==> config.mk <==
export PLATFORM = sky130hd
export DESIGN_NAME = battery_indicator_fader_top
export DESIGN_NICKNAME = d
export VERILOG_FILES = /design/src/rtl/bif_pkg.sv /design/src/rtl/bif_mul_div.sv /design/src/rtl/bif_ctrl.sv /design/src/rtl/battery_indicator_fader_top.sv
export VERILOG_INCLUDE_DIRS = /design/src /design/src/rtl
export SDC_FILE = /design/constraint.sdc
export NUM_CORES = 1
export LEC_CHECK = 0
export BUFFER_PORTS_ARGS = -buffer_cell sky130_fd_sc_hd__buf_2
export CAP_MARGIN = 20
export CORE_UTILIZATION = 62
export CTS_BUF_LIST = sky130_fd_sc_hd__clkbuf_8
export CTS_CLUSTER_DIAMETER = 150
export DETAILED_ROUTE_END_ITERATION = 12
export GPL_ROUTABILITY_DRIVEN = 0
export PLACE_DENSITY = 0.82
export SLEW_MARGIN = 40
export SYNTH_ARGS = -nofsm -noshare
export SYNTH_HDL_FRONTEND = slang
export SYNTH_SLANG_ARGS = --single-unit
==> constraint.sdc <==
create_clock -name clock -period 14.9 [get_ports clock]
set_clock_uncertainty 0.15 [all_clocks]
set_input_delay 4.47 -clock clock [delete_from_list [all_inputs] [get_ports clock]]
set_output_delay 4.47 -clock clock [all_outputs]
set_load 0.005 [all_outputs]
==> src/rtl/assert_macros.svh <==
// Assertion macros used by the RTL top level.
`ifndef ASSERT_MACROS_SVH
`define ASSERT_MACROS_SVH

// Condition implies consequence in the same cycle.
`define ASSERT_IMPL(label, clk, rst, cond, cons, msg) \
   label: assert property (@(posedge clk) disable iff (rst) (cond) |-> (cons)) \
      else $error(msg);

// Condition implies consequence in the next cycle.
`define ASSERT_NEXT(label, clk, rst, cond, cons, msg) \
   label: assert property (@(posedge clk) disable iff (rst) (cond) |=> (cons)) \
      else $error(msg);

`endif

==> src/rtl/bif_pkg.sv <==
// Types, constants and helper functions of the battery indicator fader.
package bif_pkg;

   localparam logic [19:0] MASK20      = 20'hFFFFF;
   localparam logic [8:0]  LATCH_RESET = 9'd169;
   localparam logic [7:0]  HUE_GREEN   = 8'd85;

   typedef enum logic [3:0] {
      ST_IDLE,
      ST_PREP,
      ST_DIM,
      ST_PER,
      ST_STEPS,
      ST_FRAME,
      ST_VAL,
      ST_HUE,
      ST_DONE
   } bif_state_type;

   typedef enum logic [2:0] {
      CSR_LEVEL_EMPTY     = 3'd0,
      CSR_LEVEL_LOW       = 3'd1,
      CSR_LEVEL_FULL      = 3'd2,
      CSR_CHARGED_TIMEOUT = 3'd3,
      CSR_FADE_PERIOD     = 3'd4,
      CSR_DIM_MIN         = 3'd5,
      CSR_DIM_MAX         = 3'd6
   } csr_index_type;

   typedef struct packed {
      logic [7:0]  level_empty;
      logic [7:0]  level_low;
      logic [7:0]  level_full;
      logic [19:0] full_hold_ms;
      logic [11:0] fade_period_ms;
      logic [7:0]  dim_min;
      logic [7:0]  dim_max;
   } cfg_type;

   // request to the shared multiply/divide unit: q = a * b / d
   typedef struct packed {
      logic        start;
      logic [7:0]  a;
      logic [11:0] b;
      logic [11:0] d;
   } mdu_req_type;

   typedef struct packed {
      logic        done;
      logic [19:0] q;
   } mdu_rsp_type;

   typedef struct packed {
      logic        load;
      logic [7:0]  icon_hue;
      logic [7:0]  icon_value;
      logic        low_battery;
      logic        dim_valid;
      logic [7:0]  dim_brightness;
   } res_type;

   typedef struct packed {
      logic        degen;
      logic [7:0]  num;
      logic [11:0] mag;
      logic        neg;
      logic [7:0]  den;
   } lin_type;

   // operands of a linear map; slope sign is split off so the divider stays unsigned
   function automatic lin_type lin_setup(input logic [8:0] x, input logic [7:0] lo,
                                         input logic [7:0] hi, input logic [11:0] olo,
                                         input logic [11:0] ohi);
      lin_type    r;
      logic [8:0] xc;
      xc = (x > {1'b0, hi}) ? {1'b0, hi} : x;
      if (xc < {1'b0, lo}) xc = {1'b0, lo};
      r.degen = (hi <= lo);
      r.num   = 8'(xc - {1'b0, lo});
      r.neg   = (ohi < olo);
      r.mag   = r.neg ? (olo - ohi) : (ohi - olo);
      r.den   = hi - lo;
      return r;
   endfunction

endpackage

==> src/rtl/bif_mul_div.sv <==
// Shared arithmetic unit: registered product, then restoring division one bit per cycle.
module bif_mul_div
   import bif_pkg::*;
(
   input  logic        clock,
   input  logic        reset,
   input  mdu_req_type mdu_req,
   output mdu_rsp_type mdu_rsp
);

   localparam int NUM_W = 20;
   localparam int DIV_W = 12;
   localparam int CNT_W = $clog2(NUM_W);

   logic             busy_ff, busy_in;
   logic             done_ff, done_in;
   logic [CNT_W-1:0] cnt_ff, cnt_in;
   logic [NUM_W-1:0] work_ff, work_in;
   logic [DIV_W-1:0] rem_ff, rem_in;
   logic [DIV_W-1:0] div_ff, div_in;
   logic [DIV_W:0]   rem_sh;
   logic             qbit;

   assign rem_sh = {rem_ff, work_ff[NUM_W-1]};
   assign qbit   = (rem_sh >= {1'b0, div_ff});

   always_comb begin
      busy_in = busy_ff;
      done_in = 1'b0;
      cnt_in  = cnt_ff;
      work_in = work_ff;
      rem_in  = rem_ff;
      div_in  = div_ff;
      if (!busy_ff) begin
         if (mdu_req.start) begin
            work_in = NUM_W'({12'd0, mdu_req.a} * {8'd0, mdu_req.b});
            div_in  = mdu_req.d;
            rem_in  = '0;
            cnt_in  = '0;
            busy_in = 1'b1;
         end
      end else begin
         rem_in  = qbit ? DIV_W'(rem_sh - {1'b0, div_ff}) : rem_sh[DIV_W-1:0];
         work_in = {work_ff[NUM_W-2:0], qbit};
         cnt_in  = cnt_ff + 1'b1;
         if (cnt_ff == CNT_W'(NUM_W - 1)) begin
            busy_in = 1'b0;
            done_in = 1'b1;
         end
      end
   end

   always_ff @(posedge clock) begin
      if (reset) begin
         busy_ff <= 1'b0;
         done_ff <= 1'b0;
         cnt_ff  <= '0;
      end else begin
         busy_ff <= busy_in;
         done_ff <= done_in;
         cnt_ff  <= cnt_in;
      end
      work_ff <= work_in;
      rem_ff  <= rem_in;
      div_ff  <= div_in;
   end

   assign mdu_rsp.done = done_ff;
   assign mdu_rsp.q    = work_ff;

endmodule

==> src/rtl/bif_ctrl.sv <==
// Sequencer and tick state of the battery indicator fader.
module bif_ctrl
   import bif_pkg::*;
#(
   parameter int TICK_MS = 10
)
(
   input  logic        clock,
   input  logic        reset,
   input  cfg_type     cfg,
   input  logic        req_valid,
   output logic        req_ready,
   input  logic [7:0]  battery_level,
   input  logic        charging,
   input  logic [7:0]  user_brightness,
   input  logic        out_free,
   output res_type     res,
   output mdu_req_type mdu_req,
   input  mdu_rsp_type mdu_rsp
);

   bif_state_type state_ff, state_in;
   logic        issued_ff, issued_in;
   logic [7:0]  level_ff, level_in;
   logic        charging_ff, charging_in;
   logic [7:0]  bright_ff, bright_in;
   logic [7:0]  charge_frames_ff, charge_frames_in;
   logic        charge_rising_ff, charge_rising_in;
   logic [7:0]  low_frames_ff, low_frames_in;
   logic        low_rising_ff, low_rising_in;
   logic [8:0]  latch_ff, latch_in;
   logic        at_full_ff, at_full_in;
   logic [19:0] full_time_ff, full_time_in;
   logic        low_flag_ff, low_flag_in;
   logic        dvalid_ff, dvalid_in;
   logic [7:0]  dbright_ff, dbright_in;
   logic [11:0] period_ff, period_in;
   logic [11:0] steps_ff, steps_in;
   logic [7:0]  value_ff, value_in;
   logic [7:0]  hue_ff, hue_in;

   lin_type     lin_hue, lin_dim, lin_per, lin_cur;
   logic [11:0] olo_cur, lin_res;
   logic [8:0]  low_plus;
   logic        at_full_new, fade_on, low_hit;
   logic [20:0] ft_sum;
   logic [19:0] ft_new;
   logic [8:0]  latch_new;
   logic [7:0]  f_frames, f_max;
   logic        f_rising;
   logic [11:0] f_period;
   logic        accept;

   assign accept = req_valid && req_ready;

   // tick bookkeeping
   assign low_plus    = {1'b0, cfg.level_low} + 9'd1;
   assign at_full_new = at_full_ff || (level_ff >= cfg.level_full);
   assign ft_sum      = {1'b0, full_time_ff} + 21'(TICK_MS);
   assign ft_new      = !at_full_new ? 20'd0 :
                        (ft_sum > {1'b0, MASK20}) ? MASK20 : ft_sum[19:0];
   assign fade_on     = (ft_new < cfg.full_hold_ms);
   assign latch_new   = ({1'b0, level_ff} < latch_ff) ? {1'b0, level_ff} : latch_ff;
   assign low_hit     = (latch_new <= {1'b0, cfg.level_low});

   // linear maps
   assign lin_hue = lin_setup({1'b0, level_ff}, cfg.level_empty, cfg.level_full,
                              12'd0, {4'd0, HUE_GREEN});
   assign lin_dim = lin_setup(latch_ff, cfg.level_empty, cfg.level_low,
                              {4'd0, cfg.dim_min}, {4'd0, cfg.dim_max});
   assign lin_per = lin_setup(latch_ff, cfg.level_empty, cfg.level_low,
                              {2'd0, cfg.fade_period_ms[11:2]}, cfg.fade_period_ms);

   always_comb begin
      case (state_ff)
         ST_DIM: begin
            lin_cur = lin_dim;
            olo_cur = {4'd0, cfg.dim_min};
         end
         ST_PER: begin
            lin_cur = lin_per;
            olo_cur = {2'd0, cfg.fade_period_ms[11:2]};
         end
         default: begin
            lin_cur = lin_hue;
            olo_cur = 12'd0;
         end
      endcase
   end

   assign lin_res = lin_cur.degen ? olo_cur :
                    lin_cur.neg   ? (olo_cur - mdu_rsp.q[11:0]) :
                                    (olo_cur + mdu_rsp.q[11:0]);

   // fade operands: charging breath or low-battery breath
   assign f_frames = charging_ff ? charge_frames_ff : low_frames_ff;
   assign f_rising = charging_ff ? charge_rising_ff : low_rising_ff;
   assign f_max    = charging_ff ? bright_ff : dbright_ff;
   assign f_period = charging_ff ? cfg.fade_period_ms : period_ff;

   // next state
   always_comb begin
      state_in = state_ff;
      case (state_ff)
         ST_IDLE: begin
            if (accept) state_in = ST_PREP;
         end
         ST_PREP: begin
            if (charging_ff) state_in = fade_on ? ST_STEPS : ST_HUE;
            else             state_in = low_hit ? ST_DIM : ST_HUE;
         end
         ST_DIM: begin
            if (lin_cur.degen || mdu_rsp.done) state_in = ST_PER;
         end
         ST_PER: begin
            if (lin_cur.degen || mdu_rsp.done) state_in = ST_STEPS;
         end
         ST_STEPS: begin
            if (mdu_rsp.done) state_in = ST_FRAME;
         end
         ST_FRAME: state_in = ST_VAL;
         ST_VAL: begin
            if (mdu_rsp.done) state_in = ST_HUE;
         end
         ST_HUE: begin
            if (lin_cur.degen || mdu_rsp.done) state_in = ST_DONE;
         end
         ST_DONE: begin
            if (out_free) state_in = ST_IDLE;
         end
         default: state_in = ST_IDLE;
      endcase
   end

   // datapath and unit requests
   always_comb begin
      issued_in        = issued_ff;
      level_in         = level_ff;
      charging_in      = charging_ff;
      bright_in        = bright_ff;
      charge_frames_in = charge_frames_ff;
      charge_rising_in = charge_rising_ff;
      low_frames_in    = low_frames_ff;
      low_rising_in    = low_rising_ff;
      latch_in         = latch_ff;
      at_full_in       = at_full_ff;
      full_time_in     = full_time_ff;
      low_flag_in      = low_flag_ff;
      dvalid_in        = dvalid_ff;
      dbright_in       = dbright_ff;
      period_in        = period_ff;
      steps_in         = steps_ff;
      value_in         = value_ff;
      hue_in           = hue_ff;
      mdu_req          = '0;
      req_ready        = 1'b0;
      res              = '0;

      case (state_ff)
         ST_IDLE: begin
            req_ready = 1'b1;
            if (accept) begin
               level_in    = battery_level;
               charging_in = charging;
               bright_in   = user_brightness;
            end
         end
         ST_PREP: begin
            value_in   = bright_ff;
            dbright_in = 8'd0;
            dvalid_in  = 1'b0;
            if (charging_ff) begin
               if (latch_ff != low_plus) begin
                  latch_in    = low_plus;
                  low_flag_in = 1'b0;
               end
               at_full_in   = at_full_new;
               full_time_in = ft_new;
            end else begin
               at_full_in = 1'b0;
               latch_in   = latch_new;
               if (low_hit) begin
                  low_flag_in = 1'b1;
                  dvalid_in   = 1'b1;
               end
            end
         end
         ST_DIM, ST_PER, ST_HUE: begin
            mdu_req.a     = lin_cur.num;
            mdu_req.b     = lin_cur.mag;
            mdu_req.d     = {4'd0, lin_cur.den};
            mdu_req.start = !lin_cur.degen && !issued_ff;
            if (lin_cur.degen || mdu_rsp.done) begin
               case (state_ff)
                  ST_DIM:  dbright_in = lin_res[7:0];
                  ST_PER:  period_in  = lin_res;
                  default: hue_in     = lin_res[7:0];
               endcase
            end
         end
         ST_STEPS: begin
            mdu_req.a     = 8'd1;
            mdu_req.b     = f_period;
            mdu_req.d     = 12'(TICK_MS);
            mdu_req.start = !issued_ff;
            if (mdu_rsp.done) begin
               steps_in = (mdu_rsp.q == 20'd0) ? 12'd1 : mdu_rsp.q[11:0];
            end
         end
         ST_FRAME: begin
            // triangle: count down to zero, then up to the step count or 255
            if (!f_rising) begin
               if (f_frames == 8'd0) begin
                  if (charging_ff) charge_rising_in = 1'b1;
                  else             low_rising_in    = 1'b1;
               end else begin
                  if (charging_ff) charge_frames_in = f_frames - 8'd1;
                  else             low_frames_in    = f_frames - 8'd1;
               end
            end else begin
               if (({4'd0, f_frames} >= steps_ff) || (f_frames == 8'd255)) begin
                  if (charging_ff) charge_rising_in = 1'b0;
                  else             low_rising_in    = 1'b0;
               end else begin
                  if (charging_ff) charge_frames_in = f_frames + 8'd1;
                  else             low_frames_in    = f_frames + 8'd1;
               end
            end
         end
         ST_VAL: begin
            mdu_req.a     = f_max;
            mdu_req.b     = {4'd0, f_frames};
            mdu_req.d     = steps_ff;
            mdu_req.start = !issued_ff;
            if (mdu_rsp.done) begin
               value_in = (mdu_rsp.q > {12'd0, f_max}) ? f_max : mdu_rsp.q[7:0];
            end
         end
         ST_DONE: begin
            res.load = out_free;
         end
         default: ;
      endcase

      if (mdu_req.start)     issued_in = 1'b1;
      else if (mdu_rsp.done) issued_in = 1'b0;

      res.icon_hue       = hue_ff;
      res.icon_value     = value_ff;
      res.low_battery    = low_flag_ff;
      res.dim_valid      = dvalid_ff;
      res.dim_brightness = dbright_ff;
   end

   always_ff @(posedge clock) begin
      if (reset) begin
         state_ff         <= ST_IDLE;
         issued_ff        <= 1'b0;
         charge_frames_ff <= 8'd0;
         charge_rising_ff <= 1'b0;
         low_frames_ff    <= 8'd0;
         low_rising_ff    <= 1'b0;
         latch_ff         <= LATCH_RESET;
         at_full_ff       <= 1'b0;
         full_time_ff     <= 20'd0;
         low_flag_ff      <= 1'b0;
      end else begin
         state_ff         <= state_in;
         issued_ff        <= issued_in;
         charge_frames_ff <= charge_frames_in;
         charge_rising_ff <= charge_rising_in;
         low_frames_ff    <= low_frames_in;
         low_rising_ff    <= low_rising_in;
         latch_ff         <= latch_in;
         at_full_ff       <= at_full_in;
         full_time_ff     <= full_time_in;
         low_flag_ff      <= low_flag_in;
      end
      level_ff    <= level_in;
      charging_ff <= charging_in;
      bright_ff   <= bright_in;
      dvalid_ff   <= dvalid_in;
      dbright_ff  <= dbright_in;
      period_ff   <= period_in;
      steps_ff    <= steps_in;
      value_ff    <= value_in;
      hue_ff      <= hue_in;
   end

endmodule

==> src/rtl/battery_indicator_fader_top.sv <==
// Battery indicator fader: hue, breathing value and low-battery dimming per loop tick.
// Requests are taken one at a time: a new word is accepted only after the last result is loaded.
// All divisions run on the shared divider, one quotient bit per cycle while it is busy;
// a degenerate linear map skips its division.
// Result sits in an output register, so the next word is accepted while it waits.
// Synchronous active-high reset restores register defaults and the tick state.
`include "assert_macros.svh"

module battery_indicator_fader_top
   import bif_pkg::*;
#(
   parameter int TICK_MS = 10
)
(
   input  logic        clock,
   input  logic        reset,
   input  logic        req_valid,
   output logic        req_ready,
   input  logic [7:0]  req_battery_level,
   input  logic        req_charging,
   input  logic [7:0]  req_user_brightness,
   output logic        rsp_valid,
   input  logic        rsp_ready,
   output logic [7:0]  rsp_icon_hue,
   output logic [7:0]  rsp_icon_value,
   output logic        rsp_low_battery,
   output logic        rsp_dim_valid,
   output logic [7:0]  rsp_dim_brightness,
   input  logic        csr_valid,
   output logic        csr_ready,
   input  logic [2:0]  csr_index,
   input  logic [19:0] csr_wdata
);

   cfg_type     cfg_ff, cfg_in;
   res_type     res;
   mdu_req_type mdu_req;
   mdu_rsp_type mdu_rsp;
   logic        out_free;

   logic        rsp_valid_ff, rsp_valid_in;
   logic [7:0]  hue_ff, hue_in;
   logic [7:0]  value_ff, value_in;
   logic        low_ff, low_in;
   logic        dvalid_ff, dvalid_in;
   logic [7:0]  dbright_ff, dbright_in;

   assign csr_ready = 1'b1;

   always_comb begin
      cfg_in = cfg_ff;
      if (csr_valid && csr_ready) begin
         case (csr_index_type'(csr_index))
            CSR_LEVEL_EMPTY:     cfg_in.level_empty    = csr_wdata[7:0];
            CSR_LEVEL_LOW:       cfg_in.level_low      = csr_wdata[7:0];
            CSR_LEVEL_FULL:      cfg_in.level_full     = csr_wdata[7:0];
            CSR_CHARGED_TIMEOUT: cfg_in.full_hold_ms   = csr_wdata;
            CSR_FADE_PERIOD:     cfg_in.fade_period_ms = csr_wdata[11:0];
            CSR_DIM_MIN:         cfg_in.dim_min        = csr_wdata[7:0];
            CSR_DIM_MAX:         cfg_in.dim_max        = csr_wdata[7:0];
            default: ;
         endcase
      end
   end

   bif_mul_div u_mul_div (
      .clock   (clock),
      .reset   (reset),
      .mdu_req (mdu_req),
      .mdu_rsp (mdu_rsp)
   );

   bif_ctrl #(
      .TICK_MS (TICK_MS)
   ) u_ctrl (
      .clock           (clock),
      .reset           (reset),
      .cfg             (cfg_ff),
      .req_valid       (req_valid),
      .req_ready       (req_ready),
      .battery_level   (req_battery_level),
      .charging        (req_charging),
      .user_brightness (req_user_brightness),
      .out_free        (out_free),
      .res             (res),
      .mdu_req         (mdu_req),
      .mdu_rsp         (mdu_rsp)
   );

   // output register
   assign out_free = !rsp_valid_ff || rsp_ready;

   always_comb begin
      rsp_valid_in = rsp_valid_ff;
      hue_in       = hue_ff;
      value_in     = value_ff;
      low_in       = low_ff;
      dvalid_in    = dvalid_ff;
      dbright_in   = dbright_ff;
      if (res.load) begin
         rsp_valid_in = 1'b1;
         hue_in       = res.icon_hue;
         value_in     = res.icon_value;
         low_in       = res.low_battery;
         dvalid_in    = res.dim_valid;
         dbright_in   = res.dim_brightness;
      end else if (rsp_ready) begin
         rsp_valid_in = 1'b0;
      end
   end

   always_ff @(posedge clock) begin
      if (reset) begin
         cfg_ff.level_empty    <= 8'd163;
         cfg_ff.level_low      <= 8'd168;
         cfg_ff.level_full     <= 8'd214;
         cfg_ff.full_hold_ms   <= 20'd300000;
         cfg_ff.fade_period_ms <= 12'd500;
         cfg_ff.dim_min        <= 8'd10;
         cfg_ff.dim_max        <= 8'd15;
         rsp_valid_ff          <= 1'b0;
      end else begin
         cfg_ff       <= cfg_in;
         rsp_valid_ff <= rsp_valid_in;
      end
      hue_ff     <= hue_in;
      value_ff   <= value_in;
      low_ff     <= low_in;
      dvalid_ff  <= dvalid_in;
      dbright_ff <= dbright_in;
   end

   assign rsp_valid          = rsp_valid_ff;
   assign rsp_icon_hue       = hue_ff;
   assign rsp_icon_value     = value_ff;
   assign rsp_low_battery    = low_ff;
   assign rsp_dim_valid      = dvalid_ff;
   assign rsp_dim_brightness = dbright_ff;

   `ASSERT_IMPL(a_dim_needs_low, clock, reset, rsp_valid && dvalid_ff, low_ff, "dim w/o low")
   `ASSERT_IMPL(a_dim_zero, clock, reset, rsp_valid && !dvalid_ff, dbright_ff == '0, "dim set")
   `ASSERT_IMPL(a_hue_range, clock, reset, rsp_valid, hue_ff <= HUE_GREEN, "hue beyond green")
   `ASSERT_NEXT(a_one_at_a_time, clock, reset, req_valid && req_ready, !req_ready, "busy accept")

endmodule
==> out/results.ini, run 1 <==
[run_status]
outcome=complete, no violations

[clocking]
cts_hold_buf=0
tritoncts_clock_tree=built
post_cts.resized_instances=0
clock_tree.buffer_depth=3
clkSlewWorstSetupHoldPaths_ps=70
cts_post_setup_buffers_inserted=0
cts_made_buffers=50
clkLatencyLatePin_ps=650
h-tree-depth=2
cts_sinks=270
cts_root_buf=clkbuf_8

[critical_path]
worstSetupEndpointType=register
timing.critical_path.slowest_stage_cell=fa_1
startpoint_type=register
critical-path-top-cell-by-count=fa_1
crit-reg2reg-launch=u_ctrl.level_ff[5]
crit_start=u_ctrl.level_ff[5]
worst_ep_required_time_ps=15160
critPathMaxFanout=13
peak_per_stage_delay_on_the_critical_path_ps=550
path_class=reg2reg
worst_ep_arrival_time_ps=11420

[floorplan]
num_rows=68
io-pin-count=74
core_area_um2=34460
die-width_um=189.0
die_height_um=189.0
initial_utilization_pct=62.93
die-area_um2=35730

[detailed_routing]
drtIter0Drc=2167
vias=19339
finalWirelength_mm=61.62
drt-vias-per-instance=6.419
route.antenna.remaining_nets=0
first_pass_iters=9
remaining_drc_errors=0
routedWlPerCell_um=20.45

[sta]
timing.final.setup_violations=0
worst_slew_pin_slew_ps=888.3
drv_slew=0
slew_limit_headroom_pct=40.78
final.period_utilization_pct=74.90
setup-tns-final_ps=0
max_freq_mhz=89.60
grt_setup_unrepaired=no
finalCriticalPeriod_ps=11160
finalHoldViolCount=0

[grt]
first_global_vias=18915
grt_overflow_total=0
grt_util_overall_pct=34.75
antenna_found_initial=0
maximum_number_of_pins_on_one_net_before_global_route_repair=92
grt_first_pass_wirelength_mm=98.39

[synthesis]
synth.largest_area_cell=edfxtp_1
synth.top_cell.area_share_pct=18.83
synth_enable_flop_cells=136
synth_instances=2482
synth-seq-cells=270
synth_sequential_area_ratio_pct=31.20
netlist-cell-type-count=85
synthesis.area_per_instance_um2=8.737
mappedNetlistArea_um2=21690
postSynth.asyncResetShare_pct=0
yosysWarnings=0
synthesis.nets=2818
synthFlopType=edfxtp_1
yosys-top-cells-area=edfxtp_1 (19%), ha_1 (13%), dfxtp_1 (12%)

[cells_and_area]
count_of_antenna_diodes_in_the_layout=0
finish.utilization_pct=68.43
nFillCells=2652
leading_cell_types_in_the_layout_fill_and_taps_excluded=nand2_1 (262), inv_1 (260), ha_1 (220)
num-nets-final=2853
drive_above_1_share_pct=11.02
mostFrequentLayoutCell=nand2_1
syn2layout_area_growth_pct=8.735

[pwr]
power.net_switching_mw=1.693
power-per-cell-area_nw_per_um2=164.3
pwr-share-clk_pct=21.4
leakage_power_figure_nw=10.18
seqPwrFrac_pct=29.5
internal_mw=2.182
vdd_drop_max_mv=0.1403
p_comb_share_pct=49.0
switching_share_pct=43.69

[flow_run]
number_of_maximum_capacitance_violations=0

[hold_path]
worst_hold_startpoint=u_ctrl.hue_ff[0]
min_path_type=reg2reg

[place]
place.detailed.hpwl_mm=45.82
port_buffers=72

==> metal layers <==
| layer | vias up | wire (µm) | global-route usage (%) |
|---|---|---|---|
| met4 | 0 | 3300 | 17.18 |
| met2 | 1028 | 27510 | 55.68 |
| met3 | 256 | 6568 | 7.451 |
| li1 | 8850 | - | - |
| met5 | - | 0 | 0 |
| met1 | 9205 | 24240 | 44.47 |
==> cells in the mapped netlist, drive strengths merged (7+ instances only) <==
library cell and count:
a221oi 9, and3 21, inv 247, nor2b 34, a31oi 23, ha 220, a21boi 9, o21bai 9
o21a 16, or4 7, clkbuf 95, o211ai 43, nand2b 31, buf 18, nand4 27, o211a 7
a211o 9, nand3b 7, a211oi 22, nor2 184, nand3 54, o31ai 16, nor3 39, or3 10
dfxtp 134, or2 27, mux2 36, nand2 263, nor4 9, a21o 47, edfxtp 136, xnor2 64
o22ai 24, a21oi 187, o221a 9, and2 19, o21ai 133, xor2 37, mux2i 58, fa 71
==> path summary, 6_finish.rpt <==
path / slack, ps / cells past startpoint / endpoint
max: 3740 / 41 / u_mul_div.work_ff[17]
min: 270 / 0 / rsp_icon_hue[0]
max reg2reg: 3740 / 41 / u_mul_div.work_ff[17]
min reg2reg: 270 / 0 / rsp_icon_hue[0]
==> critical path, delay by kind of cell, from the launching register on <==
kind,cells,cell delay [ps]
buffers and inverters,5,650
AOI/OAI and AO/OA,18,4080
and+or+nand+nor,8,1870
DFF,1,450
adders and majority gates,9,3630
xor gates and xnor gates,1,140
==> through the flow <==
step	cell area (µm²)	std cells	hold slack, ps	setup WS (ps)	power (mW)
6_report	23580	3013	269.1	3739	3.875
5_1_grt	23580	3013	273.8	3066	4.066
4_1_cts	23560	3013	269.4	3530	3.801
3_5_place_dp	22420	2920	254.5	3567	2.958
3_3_place_gp	22350	2918	251.6	3864	2.861
2_1_floorplan	21690	2482	250.3	4869	2.400
==> power by group through the flow <==
stage	clock network [mW]	registers (mW)	logic, mW
after floorplan	0	1.07	1.33
after global placement	0	1.14	1.72
after detailed placement	0	1.15	1.81
final	0.830	1.14	1.90
after CTS	0.836	1.14	1.83
after global routing	0.868	1.15	2.05
==> state kept, by name, indices dropped and copies added, names as in the netlist, 5 cells and up <==
signal                   flops
u_ctrl.charge_frames_ff      8
rsp_dim_brightness           8
u_ctrl.full_time_ff         20
rsp_icon_hue                 8
u_ctrl.dbright_ff            8
u_ctrl.value_ff              8
u_ctrl.period_ff            12
u_mul_div.rem_ff            12
u_ctrl.steps_ff             12
u_ctrl.level_ff              8
u_mul_div.cnt_ff             5
u_mul_div.div_ff            12
u_ctrl.bright_ff             8
cfg_ff                      72
u_ctrl.latch_ff              9
rsp_icon_value               8
u_mul_div.work_ff           20
u_ctrl.low_frames_ff         8
u_ctrl.hue_ff                8
==> area by class of cell <==
type                            count  area (µm²)  area share [%]
Clock buffer                       55       757.0           3.210
Sequential cell                   270        6768           28.70
Tap cell                          455       569.3           2.414
Timing Repair Buffer               96       559.3           2.372
Clock inverter                     38       390.4           1.656
Multi-Input combinational cell   1852       13610           57.70
Inverter                          247       929.6           3.942
==> logic make-up (layout without fill, tap and decap cells) <==
family / after synthesis / in the layout / synth area share (%)
XOR/XNOR: 101 / 101 / 4.079
AND/OR/NAND/NOR: 747 / 747 / 16.17
flip-flops: 270 / 270 / 31.20
AO/OA/AOI/OAI: 618 / 618 / 18.35
other: 1 / 1 / 0.01729
adder cells (fa/ha/maj): 291 / 291 / 19.25
buffers and inverters: 360 / 436 / 6.370
multiplexers: 94 / 94 / 4.564
No activity file was read; power rests on OpenSTA's default activity.
==> run 2: changes to the inputs <==
--- a/config.mk
+++ b/config.mk
@@ -6,14 +6,15 @@
 export SDC_FILE = /design/constraint.sdc
 export NUM_CORES = 1
 export LEC_CHECK = 0
+export ABC_AREA = 1
 export BUFFER_PORTS_ARGS = -buffer_cell sky130_fd_sc_hd__buf_2
 export CAP_MARGIN = 20
-export CORE_UTILIZATION = 62
+export CORE_UTILIZATION = 59
 export CTS_BUF_LIST = sky130_fd_sc_hd__clkbuf_8
 export CTS_CLUSTER_DIAMETER = 150
 export DETAILED_ROUTE_END_ITERATION = 12
 export GPL_ROUTABILITY_DRIVEN = 0
-export PLACE_DENSITY = 0.82
+export PLACE_DENSITY = 0.81
 export SLEW_MARGIN = 40
 export SYNTH_ARGS = -nofsm -noshare
 export SYNTH_HDL_FRONTEND = slang
==> constraint.sdc (replaced) <==
create_clock -name clock -period 10.19 [get_ports clock]
set_clock_uncertainty 0.15 [all_clocks]
set_input_delay 3.057 -clock clock [delete_from_list [all_inputs] [get_ports clock]]
set_output_delay 3.057 -clock clock [all_outputs]
set_load 0.005 [all_outputs]
==> run 2 against run 1 <==
Compared with the run above: sequential power rose by 43%; combinational power rose by 66%; highest routed layer unchanged; clock power rose by 48%; critical endpoint is now u_mul_div.work_ff[15].
==> out/results.ini, run 2 <==
[run_status]
outcome=complete, no violations

[cells_and_area]
nFillCells=2807
largest_register=cfg_ff
num-nets-final=3153
reg.largest.list=cfg_ff (72), u_ctrl.full_time_ff (20), u_mul_div.work_ff (20)
largest_register_ffs=72
mostFrequentLayoutCell=nand2_1
drive_above_1_share_pct=9.555
multi_input_area_um2=12410
finish.cell_count_without_fillers=3313
leading_cell_types_in_the_layout_fill_and_taps_excluded=nand2_1 (490), inv_1 (461), o21ai_0 (246)
syn2layout_area_growth_pct=10.14
ff_latch_area_um2=6769

[pwr]
leakage_power_figure_nw=11.29
vdd_drop_max_mv=0.1820
switching_share_pct=45.97
internal_mw=3.252
seqPwrFrac_pct=27.1
power.net_switching_mw=2.766
p_comb_share_pct=52.4
power-per-cell-area_nw_per_um2=258.6
pwr-share-clk_pct=20.5

[grt]
grt_overflow_total=0
first_global_vias=19151
grt_util_overall_pct=33.43
grt_first_pass_wirelength_mm=96.22
maximum_number_of_pins_on_one_net_before_global_route_repair=106
antenna_found_initial=1

[sta]
final.period_utilization_pct=95.21
max_freq_mhz=103.1
worst_slew_pin_slew_ps=764.5
setup-tns-final_ps=0
finalHoldViolCount=0
timing.final.setup_violations=0
whs_ps=267.2
drv_slew=0
finalCriticalPeriod_ps=9702
finalWorstSetupSlack_ps=487.6
slew_limit_headroom_pct=48.69

[clocking]
cts_hold_buf=0
clkLatencyLatePin_ps=670
tritoncts_clock_tree=built
cts_made_buffers=49
cts_sinks=270
clkSlewWorstSetupHoldPaths_ps=70
cts_root_buf=clkbuf_8
h-tree-depth=2
clock_tree.buffer_depth=3

[floorplan]
die_height_um=191.2
core_area_um2=34880
num_rows=68
die-area_um2=36570
io-pin-count=74
initial_utilization_pct=60.57
die-width_um=191.2

[synthesis]
synth-compound-area-share_pct=17.72
synth_sequential_area_ratio_pct=32.02
synth_instances=2748
synthesis.area_per_instance_um2=7.689
synth_common_cells=nand2_1 (492), inv_1 (456), o21ai_0 (259)
fraction_of_synthesized_area_in_multiplexers_pct=0.2369
synth.top_cell.area_share_pct=19.33
synth_fa_ha_area_share_pct=19.75
synth.largest_area_cell=edfxtp_1
postSynth.asyncResetShare_pct=0
mappedNetlistArea_um2=21130
yosysWarnings=0
main_combinational_cell_family_by_area_after_synthesis=adder cells
yosys-top-cells-area=edfxtp_1 (19%), ha_1 (13%), dfxtp_1 (13%)
synthFlopType=edfxtp_1
synth-seq-cells=270
yosys.area_share.xor_xnor_pct=2.446
synth-simple-area-share_pct=17.80
synth_enable_flop_cells=136
most_frequently_used_cell_type_in_the_post_synthesis_netlist=nand2_1
synthesis.nets=3084
netlist-cell-type-count=62

[place]
place.detailed.hpwl_mm=45.52
port_buffers=72
dp_slack_ps=66.11
post-place-cells=3206

[detailed_routing]
finalWirelength_mm=60.82
remaining_drc_errors=0
route.antenna.remaining_nets=0
routedWlPerCell_um=18.36
drt-vias-per-instance=5.978
vias=19805
first_pass_iters=9
drtIter0Drc=1963

[critical_path]
startpoint_type=register
worst_ep_required_time_ps=10410
path_class=reg2reg
critical_path.top_delay_family=adder cells
rrSetupSlack_ps=490
timing.critical_path.slowest_stage_cell=fa_1
worst_ep_arrival_time_ps=9920
critical-path-top-cell-by-count=nand2_1
peak_per_stage_delay_on_the_critical_path_ps=550
critPathMaxFanout=8
worstSetupEndpointType=register
critPathBufInv=6

[flow_run]
number_of_maximum_capacitance_violations=0

[hold_path]
min_path_type=reg2reg

## run 2: changes by cell type after synthesis, sizes merged, moves of 53 or more
cell,delta
inv,+222
o21ai,+153
a21oi,+56
nand2,+234
nor2,+70
mux2i,-53
## run 2: cell families after synthesis
logic type,Yosys count
xor gates and xnor gates,59
muxes,5
other,1
and+or+nand+nor,904
adders and majority gates,291
DFF,270
buffers and inverters,554
AOI/OAI and AO/OA,664
## run 2: worst reg2reg max path: cells and delay by family, from the launching register on
kind / cells / cell delay (ps)
AOI/OAI and AO/OA: 15 / 2440
xor gates and xnor gates: 1 / 120
DFF: 1 / 370
buffers and inverters: 6 / 610
and+or+nand+nor: 18 / 1990
adders and majority gates: 9 / 3680
## run 2: repair_timing
| item | 4_1_cts | 5_1_grt |
|---|---|---|
| gates cloned | 0 | 2 |
| endpoints found under the setup margin | 2 | 9 |
| pin swaps | 0 | 5 |
| resized for setup | 1 | 32 |
| buffers inserted | 0 | 12 |
## run 2: final timing paths
kind | from | end | depth (start not counted)
worst max-delay path | cfg_ff[62] | u_mul_div.work_ff[15] | 49
worst min register to register | u_ctrl.hue_ff[7] | rsp_icon_hue[7] | 0
worst min-delay path | u_ctrl.hue_ff[7] | rsp_icon_hue[7] | 0
worst max register to register | cfg_ff[62] | u_mul_div.work_ff[15] | 49
## run 2: routing by layer
| metal | vias to the layer above | track usage (%) | routed length, µm |
|---|---|---|---|
| met4 | 0 | 15.87 | 2813 |
| li1 | 9288 | - | - |
| met2 | 1095 | 53.92 | 27410 |
| met5 | - | 0 | 0 |
| met1 | 9169 | 41.65 | 23590 |
| met3 | 253 | 8.665 | 7005 |
## run 2: power by group through the flow
stage	combinational, mW	sequential [mW]	clock (mW)
detailed placement	2.81	1.64	0
global placement	2.66	1.63	0
finish	3.16	1.63	1.23
floorplan	2.13	1.56	0
CTS	2.85	1.62	1.24
global route	3.45	1.65	1.29
## run 2: layout make-up
type,count,area share [%]
Sequential cell,270,29.08
Multi-Input combinational cell,1926,53.34
Antenna cell,1,0.01075
Timing Repair Buffer,98,2.537
Clock buffer,54,3.193
Tap cell,455,2.446
Clock inverter,37,1.774
Inverter,472,7.618
## run 2: per-stage QoR
stage	total power, mW	cell area (µm²)	utilization, %
after floorplan	3.684	21130	-
after global placement	4.292	21820	62.54
after detailed placement	4.451	21890	62.75
after CTS	5.715	23060	66.10
after global routing	6.390	23270	66.71
final	6.018	23270	66.72
